--- src/rtl/spp_mmse_pkg.sv ---
// ----------------------------------------------------------------------------
// spp_mmse_pkg
// Shared types, codes and constants of the speech presence noise estimator.
// ----------------------------------------------------------------------------
package spp_mmse_pkg;

    // item kinds
    typedef enum logic [2:0] {
        KIND_LOAD  = 3'd0,
        KIND_RUN   = 3'd1,
        KIND_READ  = 3'd2,
        KIND_SEED  = 3'd3,
        KIND_SET   = 3'd4,
        KIND_FLOOR = 3'd5
    } spp_mmse_kind_t;

    // configuration register indexes
    typedef enum logic [2:0] {
        CFG_BINS   = 3'd0,
        CFG_XI     = 3'd1,
        CFG_CAP    = 3'd2,
        CFG_ALPHA  = 3'd3,
        CFG_KEEP   = 3'd4,
        CFG_NEWW   = 3'd5,
        CFG_THRESH = 3'd6
    } spp_mmse_cfg_idx_t;

    localparam logic       ANS_STATUS = 1'b0;
    localparam logic       ANS_READ   = 1'b1;

    localparam logic [1:0] FS_SILENT_FIRST = 2'd0;
    localparam logic [1:0] FS_CAPTURED     = 2'd1;
    localparam logic [1:0] FS_SILENT_HELD  = 2'd2;
    localparam logic [1:0] FS_UPDATED      = 2'd3;

    localparam logic [16:0] LOG2E_Q16 = 17'd94548;
    localparam logic [16:0] ONE_Q16   = 17'h10000;

    localparam int DIV_NW = 48;
    localparam int DIV_DW = 32;

    typedef struct packed {
        logic [15:0] xi;
        logic [15:0] cap;
        logic [15:0] alpha;
        logic [15:0] keep;
        logic [15:0] neww;
    } spp_mmse_cfg_t;

    typedef struct packed {
        logic start;
        logic prep;
    } spp_mmse_bin_cmd_t;

    // 2^(-j/16) in Q1.16
    function automatic logic [16:0] pow2_neg16(input logic [4:0] j);
        logic [16:0] v;
        case (j)
            5'd0:    v = 17'd65536;
            5'd1:    v = 17'd62757;
            5'd2:    v = 17'd60097;
            5'd3:    v = 17'd57549;
            5'd4:    v = 17'd55109;
            5'd5:    v = 17'd52773;
            5'd6:    v = 17'd50535;
            5'd7:    v = 17'd48393;
            5'd8:    v = 17'd46341;
            5'd9:    v = 17'd44376;
            5'd10:   v = 17'd42495;
            5'd11:   v = 17'd40693;
            5'd12:   v = 17'd38968;
            5'd13:   v = 17'd37316;
            5'd14:   v = 17'd35734;
            5'd15:   v = 17'd34219;
            5'd16:   v = 17'd32768;
            default: v = 17'd32768;
        endcase
        return v;
    endfunction

endpackage

--- src/rtl/spp_mmse_div.sv ---
// ----------------------------------------------------------------------------
// spp_mmse_div
// Restoring divider, one quotient bit per cycle.
// ----------------------------------------------------------------------------
module spp_mmse_div (
    input  logic                                clk,
    input  logic                                rst_n,
    input  logic                                start,
    input  logic [spp_mmse_pkg::DIV_NW-1:0]     num,
    input  logic [spp_mmse_pkg::DIV_DW-1:0]     den,
    output logic                                done,
    output logic [spp_mmse_pkg::DIV_NW-1:0]     quot
);
    import spp_mmse_pkg::*;

    localparam int CNTW = $clog2(DIV_NW + 1);

    logic [CNTW-1:0]   cnt_reg,  cnt_next;
    logic              busy_reg, busy_next;
    logic              done_reg, done_next;
    logic [DIV_NW-1:0] quot_reg, quot_next;
    logic [DIV_DW-1:0] rem_reg,  rem_next;
    logic [DIV_DW-1:0] den_reg,  den_next;
    logic [DIV_DW:0]   shifted;
    logic [DIV_DW:0]   trial;
    logic              ge;

    assign shifted = {rem_reg, quot_reg[DIV_NW-1]};
    assign trial   = shifted - {1'b0, den_reg};
    assign ge      = shifted >= {1'b0, den_reg};

    always_comb
    begin
        cnt_next  = cnt_reg;
        busy_next = busy_reg;
        done_next = 1'b0;
        quot_next = quot_reg;
        rem_next  = rem_reg;
        den_next  = den_reg;
        if (start)
        begin
            cnt_next  = CNTW'(DIV_NW);
            busy_next = 1'b1;
            quot_next = num;
            rem_next  = '0;
            den_next  = den;
        end
        else if (busy_reg)
        begin
            rem_next  = ge ? trial[DIV_DW-1:0] : shifted[DIV_DW-1:0];
            quot_next = {quot_reg[DIV_NW-2:0], ge};
            cnt_next  = cnt_reg - CNTW'(1);
            if (cnt_reg == CNTW'(1))
            begin
                busy_next = 1'b0;
                done_next = 1'b1;
            end
        end
    end

    always_ff @(posedge clk or negedge rst_n)
    begin
        if (!rst_n)
        begin
            cnt_reg  <= '0;
            busy_reg <= 1'b0;
            done_reg <= 1'b0;
        end
        else
        begin
            cnt_reg  <= cnt_next;
            busy_reg <= busy_next;
            done_reg <= done_next;
        end
    end

    always_ff @(posedge clk)
    begin
        quot_reg <= quot_next;
        rem_reg  <= rem_next;
        den_reg  <= den_next;
    end

    assign done = done_reg;
    assign quot = quot_reg;

endmodule

--- src/rtl/spp_mmse_bin.sv ---
// ----------------------------------------------------------------------------
// spp_mmse_bin
// Per-bin update: presence probability, MMSE estimate and smoothing, on one
// shared multiplier and one shared divider.
// ----------------------------------------------------------------------------
module spp_mmse_bin (
    input  logic                              clk,
    input  logic                              rst_n,
    input  spp_mmse_pkg::spp_mmse_bin_cmd_t   cmd,
    input  spp_mmse_pkg::spp_mmse_cfg_t       cfg,
    input  logic [31:0]                       y,
    input  logic [31:0]                       q,
    input  logic [15:0]                       s,
    output logic                              done,
    output logic [31:0]                       nv,
    output logic [15:0]                       s_new
);
    import spp_mmse_pkg::*;

    typedef enum logic [4:0] {
        B_IDLE, B_T_WAIT, B_YT, B_A_DIV, B_A_WAIT, B_B_MUL, B_M_LATCH, B_M_MUL,
        B_E_CALC, B_D_MUL, B_P_DIV, B_P_WAIT, B_M1, B_M2, B_M3, B_M4, B_M5,
        B_M6, B_M7
    } bin_state_t;

    bin_state_t  state_reg, state_next;
    logic        done_reg, done_next;
    logic [15:0] t_reg, t_next;
    logic [31:0] y_reg, y_next;
    logic [31:0] q_reg, q_next;
    logic [15:0] s_reg, s_next;
    logic [20:0] a_reg, a_next;
    logic [21:0] b_reg, b_next;
    logic [16:0] e_reg, e_next;
    logic [16:0] p_reg, p_next;
    logic [31:0] mmse_reg, mmse_next;
    logic [31:0] nv_reg, nv_next;
    logic [15:0] snew_reg, snew_next;
    logic [48:0] acc_reg, acc_next;
    logic [48:0] prod_reg, prod_next;

    logic [31:0]       mul_a;
    logic [16:0]       mul_b;
    logic [49:0]       sum_w;
    logic [16:0]       tj, tj1, m_w, pq;
    logic [24:0]       rnd_w;
    logic              div_start, div_done;
    logic [DIV_NW-1:0] div_num, div_quot;
    logic [DIV_DW-1:0] div_den;

    spp_mmse_div u_div (
        .clk   (clk),
        .rst_n (rst_n),
        .start (div_start),
        .num   (div_num),
        .den   (div_den),
        .done  (div_done),
        .quot  (div_quot)
    );

    assign sum_w     = {1'b0, acc_reg} + {1'b0, prod_reg};
    assign prod_next = {17'b0, mul_a} * {32'b0, mul_b};
    assign tj        = pow2_neg16({1'b0, b_reg[15:12]});
    assign tj1       = pow2_neg16(5'({1'b0, b_reg[15:12]} + 5'd1));
    assign rnd_w     = prod_reg[24:0] + 25'd2048;
    assign m_w       = tj - {5'b0, rnd_w[23:12]};
    assign pq        = div_quot[16:0];

    always_comb
    begin
        state_next = state_reg;
        done_next  = 1'b0;
        t_next     = t_reg;
        y_next     = y_reg;
        q_next     = q_reg;
        s_next     = s_reg;
        a_next     = a_reg;
        b_next     = b_reg;
        e_next     = e_reg;
        p_next     = p_reg;
        mmse_next  = mmse_reg;
        nv_next    = nv_reg;
        snew_next  = snew_reg;
        acc_next   = acc_reg;
        mul_a      = '0;
        mul_b      = '0;
        div_start  = 1'b0;
        div_num    = '0;
        div_den    = '0;
        case (state_reg)
            B_IDLE:
            begin
                if (cmd.start && cmd.prep)
                begin
                    // t = xi / (1 + xi) in Q0.16
                    div_start  = 1'b1;
                    div_num    = {16'b0, cfg.xi, 16'b0};
                    div_den    = 32'd256 + {16'b0, cfg.xi};
                    state_next = B_T_WAIT;
                end
                else if (cmd.start)
                begin
                    y_next     = y;
                    q_next     = q;
                    s_next     = s;
                    state_next = B_YT;
                end
            end
            B_T_WAIT:
            begin
                if (div_done)
                begin
                    t_next     = div_quot[15:0];
                    done_next  = 1'b1;
                    state_next = B_IDLE;
                end
            end
            B_YT:
            begin
                mul_a      = y_reg;
                mul_b      = {1'b0, t_reg};
                state_next = B_A_DIV;
            end
            B_A_DIV:
            begin
                div_start  = 1'b1;
                div_num    = prod_reg[47:0];
                div_den    = (q_reg == 32'd0) ? 32'd1 : q_reg;
                state_next = B_A_WAIT;
            end
            B_A_WAIT:
            begin
                if (div_done)
                begin
                    if (div_quot[47:21] != '0)
                    begin
                        e_next     = '0;
                        state_next = B_D_MUL;
                    end
                    else
                    begin
                        a_next     = div_quot[20:0];
                        state_next = B_B_MUL;
                    end
                end
            end
            B_B_MUL:
            begin
                mul_a      = {11'b0, a_reg};
                mul_b      = LOG2E_Q16;
                state_next = B_M_LATCH;
            end
            B_M_LATCH:
            begin
                b_next     = prod_reg[37:16];
                state_next = B_M_MUL;
            end
            B_M_MUL:
            begin
                // linear interpolation between table points
                mul_a      = {15'b0, tj - tj1};
                mul_b      = {5'b0, b_reg[11:0]};
                state_next = B_E_CALC;
            end
            B_E_CALC:
            begin
                if (b_reg[21:16] >= 6'd17)
                begin
                    e_next = '0;
                end
                else
                begin
                    e_next = m_w >> b_reg[20:16];
                end
                state_next = B_D_MUL;
            end
            B_D_MUL:
            begin
                mul_a      = {15'b0, e_reg};
                mul_b      = 17'd256 + {1'b0, cfg.xi};
                state_next = B_P_DIV;
            end
            B_P_DIV:
            begin
                div_start  = 1'b1;
                div_num    = 48'h0001_0000_0000;
                div_den    = 32'd65536 + {7'b0, prod_reg[32:8]};
                state_next = B_P_WAIT;
            end
            B_P_WAIT:
            begin
                if (div_done)
                begin
                    // stagnation cap
                    if (s_reg > cfg.cap && pq > {1'b0, cfg.cap})
                    begin
                        p_next = {1'b0, cfg.cap};
                    end
                    else
                    begin
                        p_next = pq;
                    end
                    state_next = B_M1;
                end
            end
            B_M1:
            begin
                mul_a      = y_reg;
                mul_b      = ONE_Q16 - p_reg;
                state_next = B_M2;
            end
            B_M2:
            begin
                acc_next   = prod_reg;
                mul_a      = q_reg;
                mul_b      = p_reg;
                state_next = B_M3;
            end
            B_M3:
            begin
                mmse_next  = sum_w[47:16];
                mul_a      = q_reg;
                mul_b      = {1'b0, cfg.alpha};
                state_next = B_M4;
            end
            B_M4:
            begin
                acc_next   = prod_reg;
                mul_a      = mmse_reg;
                mul_b      = ONE_Q16 - {1'b0, cfg.alpha};
                state_next = B_M5;
            end
            B_M5:
            begin
                nv_next    = sum_w[47:16];
                mul_a      = {16'b0, s_reg};
                mul_b      = {1'b0, cfg.keep};
                state_next = B_M6;
            end
            B_M6:
            begin
                acc_next   = prod_reg;
                mul_a      = {15'b0, p_reg};
                mul_b      = {1'b0, cfg.neww};
                state_next = B_M7;
            end
            B_M7:
            begin
                snew_next  = (sum_w[49:32] != '0) ? 16'hFFFF : sum_w[31:16];
                done_next  = 1'b1;
                state_next = B_IDLE;
            end
            default:
            begin
                state_next = B_IDLE;
            end
        endcase
    end

    always_ff @(posedge clk or negedge rst_n)
    begin
        if (!rst_n)
        begin
            state_reg <= B_IDLE;
            done_reg  <= 1'b0;
        end
        else
        begin
            state_reg <= state_next;
            done_reg  <= done_next;
        end
    end

    always_ff @(posedge clk)
    begin
        t_reg    <= t_next;
        y_reg    <= y_next;
        q_reg    <= q_next;
        s_reg    <= s_next;
        a_reg    <= a_next;
        b_reg    <= b_next;
        e_reg    <= e_next;
        p_reg    <= p_next;
        mmse_reg <= mmse_next;
        nv_reg   <= nv_next;
        snew_reg <= snew_next;
        acc_reg  <= acc_next;
        prod_reg <= prod_next;
    end

    assign done  = done_reg;
    assign nv    = nv_reg;
    assign s_new = snew_reg;

endmodule
--- config.mk ---
export PLATFORM = sky130hd
export DESIGN_NAME = spp_mmse_bin
export DESIGN_NICKNAME = d
export VERILOG_FILES = /design/src/rtl/spp_mmse_pkg.sv /design/src/rtl/spp_mmse_div.sv /design/src/rtl/spp_mmse_bin.sv
export SDC_FILE = /design/constraint.sdc
export NUM_CORES = 2
export LEC_CHECK = 0
export CELL_PAD_IN_SITES_DETAIL_PLACEMENT = 1
export CELL_PAD_IN_SITES_GLOBAL_PLACEMENT = 2
export CORE_MARGIN = 2
export CORE_UTILIZATION = 47
export CTS_BUF_LIST = sky130_fd_sc_hd__clkbuf_8
export CTS_CLUSTER_DIAMETER = 50
export DETAILED_ROUTE_END_ITERATION = 10
export DONT_BUFFER_PORTS = 1
export PLACE_DENSITY_LB_ADDON = 0.1
export SKIP_CTS_REPAIR_TIMING = 1
export SYNTH_ARGS = -nofsm -noshare
export SYNTH_HDL_FRONTEND = slang
export SYNTH_SLANG_ARGS = --single-unit
--- constraint.sdc ---
create_clock -name clk -period 23 [get_ports clk]
set_input_delay 1.15 -clock clk [delete_from_list [all_inputs] [get_ports clk]]
set_output_delay 1.15 -clock clk [all_outputs]
set_load 0.01 [all_outputs]
==> summary.md <==
| Metric | Value |
|---|---|
| Run status | `finished clean` |
| Critical Path RT | `23610 ps` |
| Total GRT Usage | `34.73%` |
| Highest routed layer | `met5` |
| Synth unique cells | `90` |
| Clock buffer depth | `3` |
| Yosys Warn Count | `0` |
| Largest net degree at the start of global routing | `63` |
| CTS HTree Levels | `3` |
| Critical Path Most Common Cell | `fa_1` |
| VDD IR-drop max | `0.09646 mV` |
| Die ar. | `0.09703 mm^2` |
| Nature of the critical path endpoint | `register` |
| Core area | `0.09347 mm^2` |
| Routed via count | `35880` |
| Count of pins over their slew limit | `0` |
| Die Ht | `311.5 um` |
| Register share of total power | `37.6%` |
| Crit Path Class | `register to register` |
| P&R area growth vs syn | `7.948%` |
| Hpwl dp | `132.7 mm` |
| Routability cong. | `0.9808` |
| Top cells by count, synth | `nand2_1 (621), inv_1 (607), fa_1 (452)` |
| # placed instances | `5705` |
| Syn_area_per_cell | `9.761 um^2` |
| Internal power | `0.002014 W` |
| Setup TNS | `0 ps` |
| GR Overflow Total | `0` |
| Tightest Hold Check Type | `input pin to async pin` |
| CTS Buf Count | `84` |
| CTS root buf | `clkbuf_8` |
| #FFs+latches synth | `494` |
| Post-Route Utilization | `51.32%` |
| Final Net Count | `5436` |
| Post-route cell area | `0.04797 mm^2` |
| Aggregate routed wire length | `168.2 mm` |
| Slew HR | `16.87%` |
| Max-Cap Viols | `0` |
| Wire length on met1 | `69.92 mm` |
| Cell area after placement | `0.04613 mm^2` |
| Final hold violation count | `0` |
| Worst path slowest cell | `xnor2_1` |
| Starting Density | `47.54%` |
| RSZ-0062 raised after global routing | `no` |
| Share of cells above drive strength 1 | `6.988%` |
| FILL cells | `10470` |
| Port bufs | `0` |
| Top-count cell post-synth | `nand2_1` |
| Clock transition at the registers of the reported paths | `70 ps` |
| Clock Sinks | `494` |
| Peak Freq | `86.38 MHz` |
| Vias per Instance | `6.113` |
| PwrDens | `68.55 mW/mm^2` |
| EDFF count, synth | `382` |
| DR iter-0 viols | `3502` |
| Final clock skew | `40.12 ps` |
| Synthesized area | `0.04444 mm^2` |
| Die width | `311.5 um` |
| CP max stage delay | `1000 ps` |
| Met3 wire len | `14.84 mm` |
| Gate power share | `35.6%` |
| Post-Layout Cell Count | `5869` |
| Vias in the first global route | `36920` |
| Post-Syn Nets | `5452` |
| R2R setup slack | `11420 ps` |
| Later-pin clock latency in the skew report | `740 ps` |
| Largest area contributor in the synthesized netlist | `edfxtp_1` |
| Clock share of power | `26.8%` |
| Post-route ant nets | `0` |
| Top-Level Pins | `213` |
| Register area share after synthesis | `31.02%` |
| Pleak | `20.87 nW` |
| Drt first pass iters | `6` |
| Net Switching | `0.001275 W` |
| Post-Syn Instances | `4553` |
| DR WL met2 | `76.04 mm` |
| Initial antenna violation count | `13` |
| Core Rows | `112` |
| Startpoint Class | `register` |
| Global-route wire length before repair | `249.1 mm` |
| Minimum clock period | `11580 ps` |
| Yosys top cell area share | `25.81%` |
| Synth top area cells | `edfxtp_1 (26%), fa_1 (20%), ha_1 (8.0%), nand2_1 (5.2%), inv_1 (5.1%)` |
| Main synth FF type | `edfxtp_1` |
| Worst-Margin Slew | `1238 ps` |
| Worst path arrival time | `12190 ps` |
| Setup-failing EPs final | `0` |
| Drt drc | `0` |
| CP max FO | `17` |
| Tcrit/Tclk final | `50.33%` |
| Fraction of registers with async set/reset | `2.834%` |
| Sw frac | `38.77%` |
| CTS tree | `built` |
| WL/cell | `28.65 um` |
layer usage:
layer	vias up	GRT usage [%]
li1	15520	-
met1	18480	47.11
met2	1566	54.54
met3	303	7.633
met4	4	12.91
met5	-	0
critical path, delay by kind of cell (launching register included):
family | cells | cell delay, ps
AOI/OAI and AO/OA | 16 | 4020
adders and majority gates | 8 | 3740
DFF | 1 | 600
muxes | 1 | 100
xor gates and xnor gates | 1 | 1000
buffers and inverters | 5 | 490
and+or+nand+nor | 9 | 1510
cell usage in the layout, fill, tap and decap left out, drive strengths merged, types with 18 or more instances in the layout:
| cell | netlist | routed |
|---|---|---|
| nand4 | 47 | 47 |
| dfxtp | 98 | 98 |
| mux2 | 25 | 25 |
| a221oi | 18 | 18 |
| nor4 | 33 | 33 |
| and2 | 155 | 155 |
| a22o | 42 | 42 |
| a31oi | 22 | 22 |
| nand2b | 22 | 22 |
| nor2 | 237 | 237 |
| clkinv | 4 | 36 |
| a21oi | 222 | 222 |
| edfxtp | 382 | 382 |
| nor3 | 50 | 50 |
| a211oi | 46 | 46 |
| xor2 | 56 | 56 |
| ha | 283 | 283 |
| a222oi | 21 | 21 |
| clkbuf | 181 | 93 |
| and3 | 23 | 23 |
| buf | 19 | 98 |
| mux2i | 76 | 76 |
| o21ai | 169 | 169 |
| a221o | 39 | 39 |
| nand2 | 624 | 624 |
| nand3 | 69 | 69 |
| o21a | 31 | 31 |
| fa | 452 | 452 |
| a21o | 73 | 73 |
| o21bai | 26 | 26 |
| o211ai | 27 | 27 |
| inv | 609 | 626 |
| a22oi | 31 | 31 |
| xnor2 | 115 | 115 |
| nor2b | 29 | 29 |
cells by family (layout without fill, tap and decap cells):
group | Yosys count | in the layout | share of synthesized area (%)
compound gates | 886 | 886 | 13.61
xor+xnor | 171 | 171 | 3.370
fa+ha+maj | 735 | 735 | 28.33
buf+inv | 813 | 868 | 6.926
flops | 494 | 494 | 31.02
mux | 105 | 105 | 2.548
other cells | 0 | 7 | 0
simple gates | 1349 | 1349 | 14.20
power by group through the flow:
stage	combinational (W)	clock, W	sequential [W]
2_1_floorplan	0.000785	0	0.00119
3_5_place_dp	0.00114	0	0.00125
5_1_grt	0.00127	0.000927	0.00125
6_report	0.00117	0.000881	0.00124
4_1_cts	0.00115	0.000889	0.00123
3_3_place_gp	0.00112	0	0.00125
area by class of cell:
class                      count  area (um^2)  share of cell area (%)
clock buffer                  93         1280                   2.668
antenna                        7        17.52                 0.03651
inverter                     613         2301                   4.796
sequential                   494        13790                   28.74
timing repair buffer          98        735.7                   1.534
multi-input combinational   3246        27740                   57.82
tap                         1254         1569                   3.271
clock inverter                64        545.5                   1.137
through the flow:
stage | total power (W) | hold slack (ps) | setup WS, ps
3_5_place_dp | 0.002388 | 447.0 | 11570
3_3_place_gp | 0.002369 | 446.2 | 11580
4_1_cts | 0.003274 | 69.12 | 11520
5_1_grt | 0.003441 | 71.35 | 10380
2_1_floorplan | 0.001974 | 412.3 | 13170
6_report | 0.003289 | 123.6 | 11420
worst paths after layout:
check                              from        endpoint  cells past startpoint
max                           b_reg[12]    prod_reg[48]                     40
min                               rst_n            done                      0
max reg2reg                   b_reg[12]    prod_reg[48]                     40
min reg2reg                prod_reg[48]     acc_reg[48]                      0
max in group asynchronous         rst_n  u_div.busy_reg                      0
min in group clk           prod_reg[48]     acc_reg[48]                      0
Note: power is estimated with default switching activity, not from simulation.
